### src/rtl/gttt_pkg.sv
//------------------------------------------------------------------------------
// gttt_pkg
// shared types and constants of the transaction slot table
//------------------------------------------------------------------------------
`default_nettype none
package gttt_pkg;
  localparam int Slots    = 16;
  localparam int IdxW     = 4;
  localparam int CntW     = 5;
  localparam int TimeBits = 48;
  localparam int DlW      = TimeBits + 1;
  localparam int GenW     = 24;

  localparam logic [2:0] OP_ALLOC   = 3'd0;
  localparam logic [2:0] OP_LOOKUP  = 3'd1;
  localparam logic [2:0] OP_RELEASE = 3'd2;
  localparam logic [2:0] OP_MATCH   = 3'd3;
  localparam logic [2:0] OP_EXPIRE  = 3'd4;
  localparam logic [2:0] OP_SETTAG  = 3'd5;

  localparam logic [1:0] ST_OK   = 2'd0;
  localparam logic [1:0] ST_NONE = 2'd1;
  localparam logic [1:0] ST_FULL = 2'd2;

  // controller to datapath
  typedef struct packed {
    logic             latch;     // capture request
    logic             scan_clr;  // reset scan bests
    logic             scan_step; // examine slot scan_idx
    logic [IdxW-1:0]  scan_idx;
    logic             do_alloc;  // commit alloc into free slot
    logic             do_full;
    logic             do_release;
    logic             do_settag;
    logic             do_expire; // free slot scan_idx
    logic             emit;      // load output register
    logic [1:0]       emit_st;
    logic             emit_slot; // report a slot
    logic [IdxW-1:0]  emit_idx;
    logic             emit_cnt;  // report expired count
    logic             emit_last;
  } gttt_cmd_t;

  // datapath to controller
  typedef struct packed {
    logic [2:0]      opcode;
    logic            res_ok;
    logic [IdxW-1:0] res_idx;
    logic            free_ok;
    logic [IdxW-1:0] free_idx;
    logic            overdue;   // slot scan_idx busy and due
    logic            tag_hit;
    logic [IdxW-1:0] tag_idx;
    logic            best_ok;
    logic [IdxW-1:0] best_idx;
  } gttt_sts_t;
endpackage
`default_nettype wire

### src/rtl/generation_tagged_transaction_table_top.sv
//------------------------------------------------------------------------------
// generation_tagged_transaction_table_top
// 16-slot in-flight transaction table with generation-tagged handles
//------------------------------------------------------------------------------
// usage:
//   in_* carries one request (alloc, lookup, release, match, expire, set tag)
//   under valid/ready; out_* returns results under valid/ready, out_last
//   marking the final result of a request.
//   every request first walks the 16 slots one per cycle, then emits:
//   one result for every request but expire; expire gives one result
//   per overdue slot plus a final count result. a new request is taken
//   only after the previous one has emitted its last result.
//   the slot walk goes through a single compare unit.
//   reset empties every slot, sets the generation counter to one and
//   clears peak occupancy and the rejection count.
//   while out_ready is low the pending result is held and the sequencer
//   waits; no result is dropped.
//------------------------------------------------------------------------------
`default_nettype none
module generation_tagged_transaction_table_top (
  input  wire logic        clk,
  input  wire logic        rst_n,
  input  wire logic        in_valid,
  output logic             in_ready,
  input  wire logic [2:0]  in_opcode,
  input  wire logic [31:0] in_handle,
  input  wire logic [3:0]  in_txn_kind,
  input  wire logic [15:0] in_short_addr,
  input  wire logic [7:0]  in_endpoint,
  input  wire logic        in_endpoint_valid,
  input  wire logic [7:0]  in_seq_tag,
  input  wire logic        in_seq_tag_valid,
  input  wire logic [47:0] in_now_time,
  input  wire logic [31:0] in_timeout,
  output logic             out_valid,
  input  wire logic        out_ready,
  output logic [1:0]       out_status,
  output logic [31:0]      out_handle,
  output logic [3:0]       out_kind,
  output logic [15:0]      out_short_addr,
  output logic [7:0]       out_endpoint,
  output logic [7:0]       out_seq_tag,
  output logic [48:0]      out_deadline,
  output logic [4:0]       out_expired_count,
  output logic [4:0]       out_in_use_count,
  output logic [4:0]       out_peak_count,
  output logic [31:0]      out_rejections,
  output logic             out_last
);
  import gttt_pkg::*;

  gttt_cmd_t cmd;
  gttt_sts_t sts;
  logic      out_busy;

  gttt_ctrl u_ctrl (
    .clk, .rst_n, .in_valid, .in_ready, .out_busy, .cmd, .sts
  );

  gttt_dp u_dp (
    .clk, .rst_n, .cmd, .sts,
    .in_opcode, .in_handle, .in_txn_kind, .in_short_addr, .in_endpoint,
    .in_endpoint_valid, .in_seq_tag, .in_seq_tag_valid, .in_now_time, .in_timeout,
    .out_valid, .out_ready, .out_busy, .out_status, .out_handle, .out_kind,
    .out_short_addr, .out_endpoint, .out_seq_tag, .out_deadline,
    .out_expired_count, .out_in_use_count, .out_peak_count, .out_rejections,
    .out_last
  );
endmodule
`default_nettype wire

### src/rtl/gttt_ctrl.sv
//------------------------------------------------------------------------------
// gttt_ctrl
// sequencer: accept, scan slots, emit results
//------------------------------------------------------------------------------
`default_nettype none
module gttt_ctrl (
  input  wire logic              clk,
  input  wire logic              rst_n,
  input  wire logic              in_valid,
  output logic                   in_ready,
  input  wire logic              out_busy,
  output gttt_pkg::gttt_cmd_t    cmd,
  input  wire gttt_pkg::gttt_sts_t sts
);
  import gttt_pkg::*;

  typedef enum logic [2:0] {S_IDLE, S_SCAN, S_EXEC, S_EXP, S_EXPFIN, S_WAIT} state_t;
  state_t state_r;
  logic [IdxW-1:0] idx_r;

  assign in_ready = (state_r == S_IDLE);

  always_comb begin
    cmd = '0;
    cmd.scan_idx = idx_r;
    cmd.emit_idx = idx_r;
    case (state_r)
      S_IDLE: begin
        cmd.latch = in_valid;
        cmd.scan_clr = in_valid;
      end
      S_SCAN: begin
        cmd.scan_step = 1'b1;
      end
      S_EXEC: if (!out_busy) begin
        cmd.emit = 1'b1;
        cmd.emit_last = 1'b1;
        case (sts.opcode)
          OP_ALLOC: begin
            if (sts.free_ok) begin
              cmd.do_alloc = 1'b1; cmd.emit_st = ST_OK;
              cmd.emit_slot = 1'b1; cmd.emit_idx = sts.free_idx;
            end else begin
              cmd.do_full = 1'b1; cmd.emit_st = ST_FULL;
            end
          end
          OP_LOOKUP, OP_RELEASE, OP_SETTAG: begin
            cmd.emit_st = sts.res_ok ? ST_OK : ST_NONE;
            cmd.emit_slot = sts.res_ok;
            cmd.emit_idx = sts.res_idx;
            cmd.do_release = sts.res_ok && (sts.opcode == OP_RELEASE);
            cmd.do_settag = sts.res_ok && (sts.opcode == OP_SETTAG);
          end
          OP_MATCH: begin
            cmd.emit_slot = sts.tag_hit || sts.best_ok;
            cmd.emit_st = cmd.emit_slot ? ST_OK : ST_NONE;
            cmd.emit_idx = sts.tag_hit ? sts.tag_idx : sts.best_idx;
          end
          default: cmd.emit_st = ST_NONE;
        endcase
      end
      S_EXP: if (!out_busy && sts.overdue) begin
        cmd.do_expire = 1'b1;
        cmd.emit = 1'b1;
        cmd.emit_st = ST_OK;
        cmd.emit_slot = 1'b1;
      end
      S_EXPFIN: if (!out_busy) begin
        cmd.emit = 1'b1;
        cmd.emit_st = ST_OK;
        cmd.emit_cnt = 1'b1;
        cmd.emit_last = 1'b1;
      end
      default: ;
    endcase
  end

  always_ff @(posedge clk) begin
    if (!rst_n) begin
      state_r <= S_IDLE;
      idx_r <= '0;
    end else begin
      case (state_r)
        S_IDLE: if (in_valid) begin
          state_r <= S_SCAN;
          idx_r <= '0;
        end
        S_SCAN: begin
          // index wraps back to zero after the last slot
          idx_r <= idx_r + 1'b1;
          if (idx_r == IdxW'(Slots - 1)) begin
            state_r <= (sts.opcode == OP_EXPIRE) ? S_EXP : S_EXEC;
          end
        end
        S_EXEC: if (!out_busy) state_r <= S_WAIT;
        S_EXP: if (!sts.overdue || !out_busy) begin
          idx_r <= idx_r + 1'b1;
          if (idx_r == IdxW'(Slots - 1)) state_r <= S_EXPFIN;
        end
        S_EXPFIN: if (!out_busy) state_r <= S_WAIT;
        S_WAIT: state_r <= S_IDLE;
        default: state_r <= S_IDLE;
      endcase
    end
  end
endmodule
`default_nettype wire

### src/rtl/gttt_dp.sv
//------------------------------------------------------------------------------
// gttt_dp
// slot storage, scan bests, counters and output register
//------------------------------------------------------------------------------
`default_nettype none
module gttt_dp (
  input  wire logic                  clk,
  input  wire logic                  rst_n,
  input  wire gttt_pkg::gttt_cmd_t   cmd,
  output gttt_pkg::gttt_sts_t        sts,
  input  wire logic [2:0]            in_opcode,
  input  wire logic [31:0]           in_handle,
  input  wire logic [3:0]            in_txn_kind,
  input  wire logic [15:0]           in_short_addr,
  input  wire logic [7:0]            in_endpoint,
  input  wire logic                  in_endpoint_valid,
  input  wire logic [7:0]            in_seq_tag,
  input  wire logic                  in_seq_tag_valid,
  input  wire logic [47:0]           in_now_time,
  input  wire logic [31:0]           in_timeout,
  output logic                       out_valid,
  input  wire logic                  out_ready,
  output logic                       out_busy,
  output logic [1:0]                 out_status,
  output logic [31:0]                out_handle,
  output logic [3:0]                 out_kind,
  output logic [15:0]                out_short_addr,
  output logic [7:0]                 out_endpoint,
  output logic [7:0]                 out_seq_tag,
  output logic [48:0]                out_deadline,
  output logic [4:0]                 out_expired_count,
  output logic [4:0]                 out_in_use_count,
  output logic [4:0]                 out_peak_count,
  output logic [31:0]                out_rejections,
  output logic                       out_last
);
  import gttt_pkg::*;

  logic [Slots-1:0]    busy_r, tagk_r;
  logic [GenW-1:0]     gen_r  [Slots];
  logic [3:0]          kind_r [Slots];
  logic [15:0]         addr_r [Slots];
  logic [7:0]          ep_r   [Slots];
  logic [DlW-1:0]      dl_r   [Slots];
  logic [7:0]          tag_r  [Slots];
  logic [GenW-1:0]     gcnt_r;
  logic [CntW-1:0]     peak_r, used_r, expc_r;
  logic [31:0]         full_r;

  // request
  logic [2:0]  op_r;
  logic [31:0] h_r;
  logic [3:0]  kind_q_r;
  logic [15:0] addr_q_r;
  logic [7:0]  ep_q_r, tag_q_r;
  logic        epv_r, tagv_r;
  logic [TimeBits-1:0] now_r;
  logic [DlW-1:0] newdl_r;

  // scan bests
  logic            free_ok_r, tag_hit_r, any_ok_r, epb_ok_r;
  logic [IdxW-1:0] free_idx_r, tag_idx_r, any_idx_r, epb_idx_r;
  logic [DlW-1:0]  any_dl_r, epb_dl_r;

  logic [IdxW-1:0] i;
  logic            cand, tagk_hit;
  assign i = cmd.scan_idx;

  // handle decode
  logic [7:0] low;
  logic       res_ok;
  logic [IdxW-1:0] res_idx;
  always_comb begin
    low = h_r[7:0];
    res_idx = IdxW'(low - 8'd1);
    res_ok = (low != 8'd0) && ({1'b0, low} - 9'd1 < 9'(Slots)) &&
             busy_r[res_idx] && (gen_r[res_idx] == h_r[31:8]);
  end

  always_comb begin
    cand = busy_r[i] && kind_r[i] == kind_q_r && addr_r[i] == addr_q_r;
    tagk_hit = tagv_r && tagk_r[i];
  end

  assign sts.opcode   = op_r;
  assign sts.res_ok   = res_ok;
  assign sts.res_idx  = res_idx;
  assign sts.free_ok  = free_ok_r;
  assign sts.free_idx = free_idx_r;
  assign sts.overdue  = busy_r[i] && (dl_r[i] <= {1'b0, now_r});
  assign sts.tag_hit  = tag_hit_r;
  assign sts.tag_idx  = tag_idx_r;
  assign sts.best_ok  = epb_ok_r || any_ok_r;
  assign sts.best_idx = epb_ok_r ? epb_idx_r : any_idx_r;

  assign out_busy = out_valid && !out_ready;

  always_ff @(posedge clk) begin
    if (cmd.latch) begin
      op_r <= in_opcode; h_r <= in_handle; kind_q_r <= in_txn_kind;
      addr_q_r <= in_short_addr; ep_q_r <= in_endpoint; epv_r <= in_endpoint_valid;
      tag_q_r <= in_seq_tag; tagv_r <= in_seq_tag_valid;
      now_r <= in_now_time[TimeBits-1:0];
      newdl_r <= DlW'({1'b0, in_now_time[TimeBits-1:0]}) + DlW'(in_timeout);
    end
    if (cmd.scan_step) begin
      if (!busy_r[i] && !free_ok_r) begin
        free_ok_r <= 1'b1; free_idx_r <= i;
      end
      if (cand && !tag_hit_r) begin
        if (tagk_hit) begin
          if (tag_r[i] == tag_q_r) begin
            tag_hit_r <= 1'b1; tag_idx_r <= i;
          end
        end else begin
          if (!any_ok_r || dl_r[i] < any_dl_r) begin
            any_ok_r <= 1'b1; any_idx_r <= i; any_dl_r <= dl_r[i];
          end
          if (epv_r && ep_r[i] == ep_q_r && (!epb_ok_r || dl_r[i] < epb_dl_r)) begin
            epb_ok_r <= 1'b1; epb_idx_r <= i; epb_dl_r <= dl_r[i];
          end
        end
      end
    end
    if (cmd.scan_clr) begin
      free_ok_r <= 1'b0; tag_hit_r <= 1'b0; any_ok_r <= 1'b0; epb_ok_r <= 1'b0;
      free_idx_r <= '0; tag_idx_r <= '0; any_idx_r <= '0; epb_idx_r <= '0;
      any_dl_r <= '0; epb_dl_r <= '0;
    end
    if (!rst_n) begin
      for (int k = 0; k < Slots; k++) begin
        gen_r[k] <= '0; kind_r[k] <= '0; addr_r[k] <= '0;
        ep_r[k] <= '0; dl_r[k] <= '0; tag_r[k] <= '0;
      end
    end else begin
      if (cmd.do_alloc) begin
        gen_r[free_idx_r] <= gcnt_r; kind_r[free_idx_r] <= kind_q_r;
        addr_r[free_idx_r] <= addr_q_r; ep_r[free_idx_r] <= ep_q_r;
        dl_r[free_idx_r] <= newdl_r; tag_r[free_idx_r] <= '0;
      end
      if (cmd.do_settag) tag_r[res_idx] <= tag_q_r;
    end
  end

  // in-use count after this command's update, as the result reports it
  logic [CntW-1:0] used_nxt;
  always_comb begin
    used_nxt = used_r;
    if (cmd.do_alloc) used_nxt = used_r + 1'b1;
    if (cmd.do_release || cmd.do_expire) used_nxt = used_r - 1'b1;
  end

  always_ff @(posedge clk) begin
    if (!rst_n) begin
      busy_r <= '0; tagk_r <= '0; gcnt_r <= GenW'(1); peak_r <= '0;
      full_r <= '0; used_r <= '0; expc_r <= '0; out_valid <= 1'b0;
    end else begin
      used_r <= used_nxt;
      if (cmd.latch) expc_r <= '0;
      if (cmd.do_alloc) begin
        busy_r[free_idx_r] <= 1'b1; tagk_r[free_idx_r] <= 1'b0;
        gcnt_r <= gcnt_r + 1'b1;
        if (used_nxt > peak_r) peak_r <= used_nxt;
      end
      if (cmd.do_full) full_r <= full_r + 32'd1;
      if (cmd.do_release) busy_r[res_idx] <= 1'b0;
      if (cmd.do_settag) tagk_r[res_idx] <= 1'b1;
      if (cmd.do_expire) begin
        busy_r[i] <= 1'b0; expc_r <= expc_r + 1'b1;
      end
      if (cmd.emit) out_valid <= 1'b1;
      else if (out_ready) out_valid <= 1'b0;
    end
  end

  always_ff @(posedge clk) begin
    if (cmd.emit) begin
      out_status <= cmd.emit_st;
      out_last <= cmd.emit_last;
      out_expired_count <= cmd.emit_cnt ? expc_r : '0;
      out_in_use_count <= used_nxt;
      out_peak_count <= (cmd.do_alloc && used_nxt > peak_r) ? used_nxt : peak_r;
      out_rejections <= cmd.do_full ? full_r + 32'd1 : full_r;
      if (cmd.emit_slot) begin
        out_handle <= {cmd.do_alloc ? gcnt_r : gen_r[cmd.emit_idx],
                       8'({1'b0, cmd.emit_idx} + 5'd1)};
        out_kind <= cmd.do_alloc ? kind_q_r : kind_r[cmd.emit_idx];
        out_short_addr <= cmd.do_alloc ? addr_q_r : addr_r[cmd.emit_idx];
        out_endpoint <= cmd.do_alloc ? ep_q_r : ep_r[cmd.emit_idx];
        out_seq_tag <= cmd.do_alloc ? 8'd0 :
                       (cmd.do_settag ? tag_q_r : tag_r[cmd.emit_idx]);
        out_deadline <= cmd.do_alloc ? newdl_r : dl_r[cmd.emit_idx];
      end else begin
        out_handle <= '0; out_kind <= '0; out_short_addr <= '0;
        out_endpoint <= '0; out_seq_tag <= '0; out_deadline <= '0;
      end
    end
  end
endmodule
`default_nettype wire

### config.mk
export PLATFORM = sky130hd
export DESIGN_NAME = generation_tagged_transaction_table_top
export DESIGN_NICKNAME = d
export VERILOG_FILES = /design/src/rtl/gttt_pkg.sv /design/src/rtl/generation_tagged_transaction_table_top.sv /design/src/rtl/gttt_ctrl.sv /design/src/rtl/gttt_dp.sv
export SDC_FILE = /design/constraint.sdc
export NUM_CORES = 2
export LEC_CHECK = 0
export BUFFER_PORTS_ARGS = -buffer_cell sky130_fd_sc_hd__buf_2
export CORE_UTILIZATION = 40
export DETAILED_ROUTE_END_ITERATION = 7
export PLACE_DENSITY = 0.52
export SYNTH_ARGS = -nofsm -noshare
export SYNTH_HDL_FRONTEND = slang
export SYNTH_SLANG_ARGS = --single-unit
### constraint.sdc
create_clock -name clk -period 29.3 [get_ports clk]
set_input_delay 5.86 -clock clk [delete_from_list [all_inputs] [get_ports clk]]
set_output_delay 5.86 -clock clk [all_outputs]
set_load 0.005 [all_outputs]
==> flow_summary.ini <==
[run_status]
status = finished, violations left
violations = max-capacitance violations, max-slew violations

[floorplan]
initial_core_util_pct = 40.30
dieArea_sq_mm = 0.3081
core-area_sq_mm = 0.3035
die_h_microns = 555.0
row_count = 202
fp.dieW_microns = 555.0
pin_count = 326

[synth]
synth_cells = 8870
async_reset_ff_share_pct = 0
ys_ff_latch = 2311
ys_seq_area_share_pct = 54.82
syn_avg_cell_area_sq_um = 13.79
synth_top_area_share_pct = 51.01
synth_flop_cell = edfxtp_1
netlist_top_cells_area = edfxtp_1 (51%), mux4_2 (13%), and2_1 (8.5%)
ys_top_cells_by_count = edfxtp_1 (2078), and2_1 (1660), mux2i_1 (1012)
synth_area_sq_mm = 0.1223
yosysUniqueCellTypes = 90
synth_warnings = 0
synth-edff-count = 2078
synth.largest_area_cell = edfxtp_1
yosysMostFrequentCell = edfxtp_1

[routing]
wire_per_inst_microns = 32.54
via_per_inst = 5.966
firstDrtPassIters = 8
ant_nets = 0
detail_route.iter0.violations = 10123
wl_microns = 430900
num_vias = 79003
drc = 0

[timing]
fin_tns_setup_ns = 0
slew_violations = 9
fmax_mhz = 88.44
tightest_slew_ns = 1.503
slew_headroom_pct = -0.6685
period_share_pct = 38.59
holdWs_ns = 0.4556
fin_ws_ns = 17.99
min_period_ns = 11.31
fin_skew_ns = 0.05193
setup_viol = 0
hold_viol_final = 0
rsz0062_at_grt = no

[clock_tree]
clock-sinks = 2311
insertion_delay_ns = 0.92
cts-root-buf = clkbuf_16
postCtsSetupRepairBufs = 0
htreeDepth = 5
cts_tree = yes
cts_resized = 0
cts-hold-fix-buffers = 0
cts_buffers = 277
clk_pin_slew_ns = 0.06
clk_path_buf_depth = 4

[pwr]
seq_power_share_pct = 44.7
p_int_mw = 6.291
total_power_mw = 8.672
switching_share_pct = 27.45
vdd_drop_max_v = 0.00004138
combinationalPowerShare_pct = 15.5
power_density_mw_per_mm2 = 63.55
leakage_nw = 46.55
p_sw_mw = 2.381
clkPwrFrac_pct = 39.7

[global_routing]
grt_pass1_vias = 78627
met2_usage_pct = 43.69
grt_busiest_layer = met2
antenna_found_initial = 50
grt_pass1_wl_microns = 602800
track_usage_pct = 27.50
met3_usage_pct = 4.728
grt_max_degree = 133
grt_overflow = 0
use_met1_pct = 38.84

[critical_path]
required_ns = 30.03
cp_num_buf_inv = 4
crit_top_cell = buf_4
crit_family = buffers and inverters
start_kind = input pin
cp_cell_sequence = buf_2, nand2b_1, nand2b_1, a21oi_1, a22o_4, buf_4, buf_4, buf_4, mux2i_1, mux4_2, a22oi_1, o21ai_0, nor2_1
crit_arrival_ns = 12.04
crit_slowest_cell = buf_4
end_kind = flip-flop
path_class = input pin to flip-flop
worstPathMaxFanout = 64
critical-path-max-stage-delay_ns = 1.03

[hold_path]
min_path_type = flip-flop to flip-flop

[placed_design]
dpl.hpwl_microns = 236800
placed_area_sq_mm = 0.1275
gp_congestion = 0.8526
dp_slack_ns = 17.26
dp.cells = 12719
portBuffers = 322

[final_layout]
drive_above_1_share_pct = 18.43
area_growth_pct = 11.54
final_net_count = 9272
fin_cells = 13243
fin_area_sq_mm = 0.1365
nFillCells = 26939
fin_util_pct = 44.95

[flow_run]
cap_violations = 1
==> worst register-to-register path, delay by kind of cell, from the launching register on <==
family                   cells  cell delay [ns]
adder cells (fa/ha/maj)      2             0.64
AO/OA/AOI/OAI                4             1.83
buffers and inverters        2             1.62
multiplexers                 3             1.82
AND/OR/NAND/NOR              6             2.71
XOR/XNOR                     1             0.25
flip-flops                   1             0.83
==> state kept, by name (all words and copies together) (netlist names), 16 cells and up, named ones only <==
| register | cells |
|---|---|
| u_dp.gen_r | 384 |
| u_dp.out_rejections | 32 |
| u_dp.ep_r | 128 |
| u_dp.out_deadline | 49 |
| u_dp.out_handle | 29 |
| u_dp.newdl_r | 49 |
| u_dp.h_r | 32 |
| u_dp.out_short_addr | 16 |
| u_dp.now_r | 48 |
| u_dp.addr_q_r | 16 |
| u_dp.busy_r | 16 |
| u_dp.dl_r | 784 |
| u_dp.epb_dl_r | 49 |
| u_dp.tagk_r | 16 |
| u_dp.any_dl_r | 49 |
| u_dp.kind_r | 64 |
| u_dp.tag_r | 128 |
| u_dp.gcnt_r | 24 |
| u_dp.addr_r | 256 |
| u_dp.full_r | 32 |
==> cell usage in the layout (no fill, tap or decap), drive strengths merged, types with 54 or more instances in the layout <==
master / netlist / routed
xor2: 64 / 64
mux4: 735 / 735
buf: 252 / 488
nand3: 88 / 88
edfxtp: 2078 / 2078
clkbuf: 469 / 365
nor2: 402 / 402
nor3: 54 / 54
ha: 196 / 196
a21o: 68 / 68
a21oi: 157 / 157
o21ai: 216 / 216
a22oi: 103 / 103
nand2: 348 / 348
mux2i: 1012 / 1012
clkinv: 1 / 105
dfxtp: 233 / 233
xnor2: 100 / 100
and2: 1662 / 1662
inv: 209 / 223
nand4: 64 / 64
==> power groups by stage <==
stage	logic (mW)	clock network, mW	registers (mW)
after CTS	1.35	3.50	3.88
final	1.35	3.45	3.88
after global placement	1.34	0	3.94
after global routing	1.43	3.62	3.90
after detailed placement	1.34	0	3.94
after floorplan	0.940	0	3.87
==> cells by family (layout without fill, tap and decap cells) <==
group | count (synthesis) | after routing | share of synthesized area, %
and+or+nand+nor | 2763 | 2763 | 12.56
DFF | 2311 | 2311 | 54.82
muxes | 1776 | 1776 | 22.22
buffers and inverters | 931 | 1206 | 3.398
AOI/OAI and AO/OA | 727 | 727 | 3.805
adders and majority gates | 197 | 197 | 2.021
xor gates and xnor gates | 164 | 164 | 1.174
other | 1 | 19 | 0.003065
==> routing by layer <==
metal	vias to the layer above	part of all wire (%)
met2	3868	46
met4	18	2.8
met5	-	0.026
met1	41173	42
li1	33289	-
met3	655	8.6
==> final timing paths <==
| check | start | end | slack [ns] | depth (start not counted) |
|---|---|---|---|---|
| max | out_ready | u_dp.out_deadline[45] | 17.99 | 13 |
| min | u_dp.tagk_r[6] | u_dp.tagk_r[6] | 0.46 | 2 |
| max reg2reg | flip-flop | u_dp.peak_r[2] | 19.52 | 18 |
| min reg2reg | u_dp.tagk_r[6] | u_dp.tagk_r[6] | 0.46 | 2 |
==> area by class of cell <==
| class | count | area (sq um) | area share [%] |
|---|---|---|---|
| timing repair buffer | 488 | 3008 | 2.204 |
| multi-input combinational | 5630 | 51400 | 37.67 |
| clock buffer | 365 | 7572 | 5.549 |
| tap | 4080 | 5105 | 3.741 |
| sequential | 2311 | 67080 | 49.16 |
| antenna | 16 | 40.04 | 0.02934 |
| clock inverter | 143 | 1340 | 0.9820 |
| inverter | 210 | 908.4 | 0.6657 |
Power figures use the tool's default switching activity.
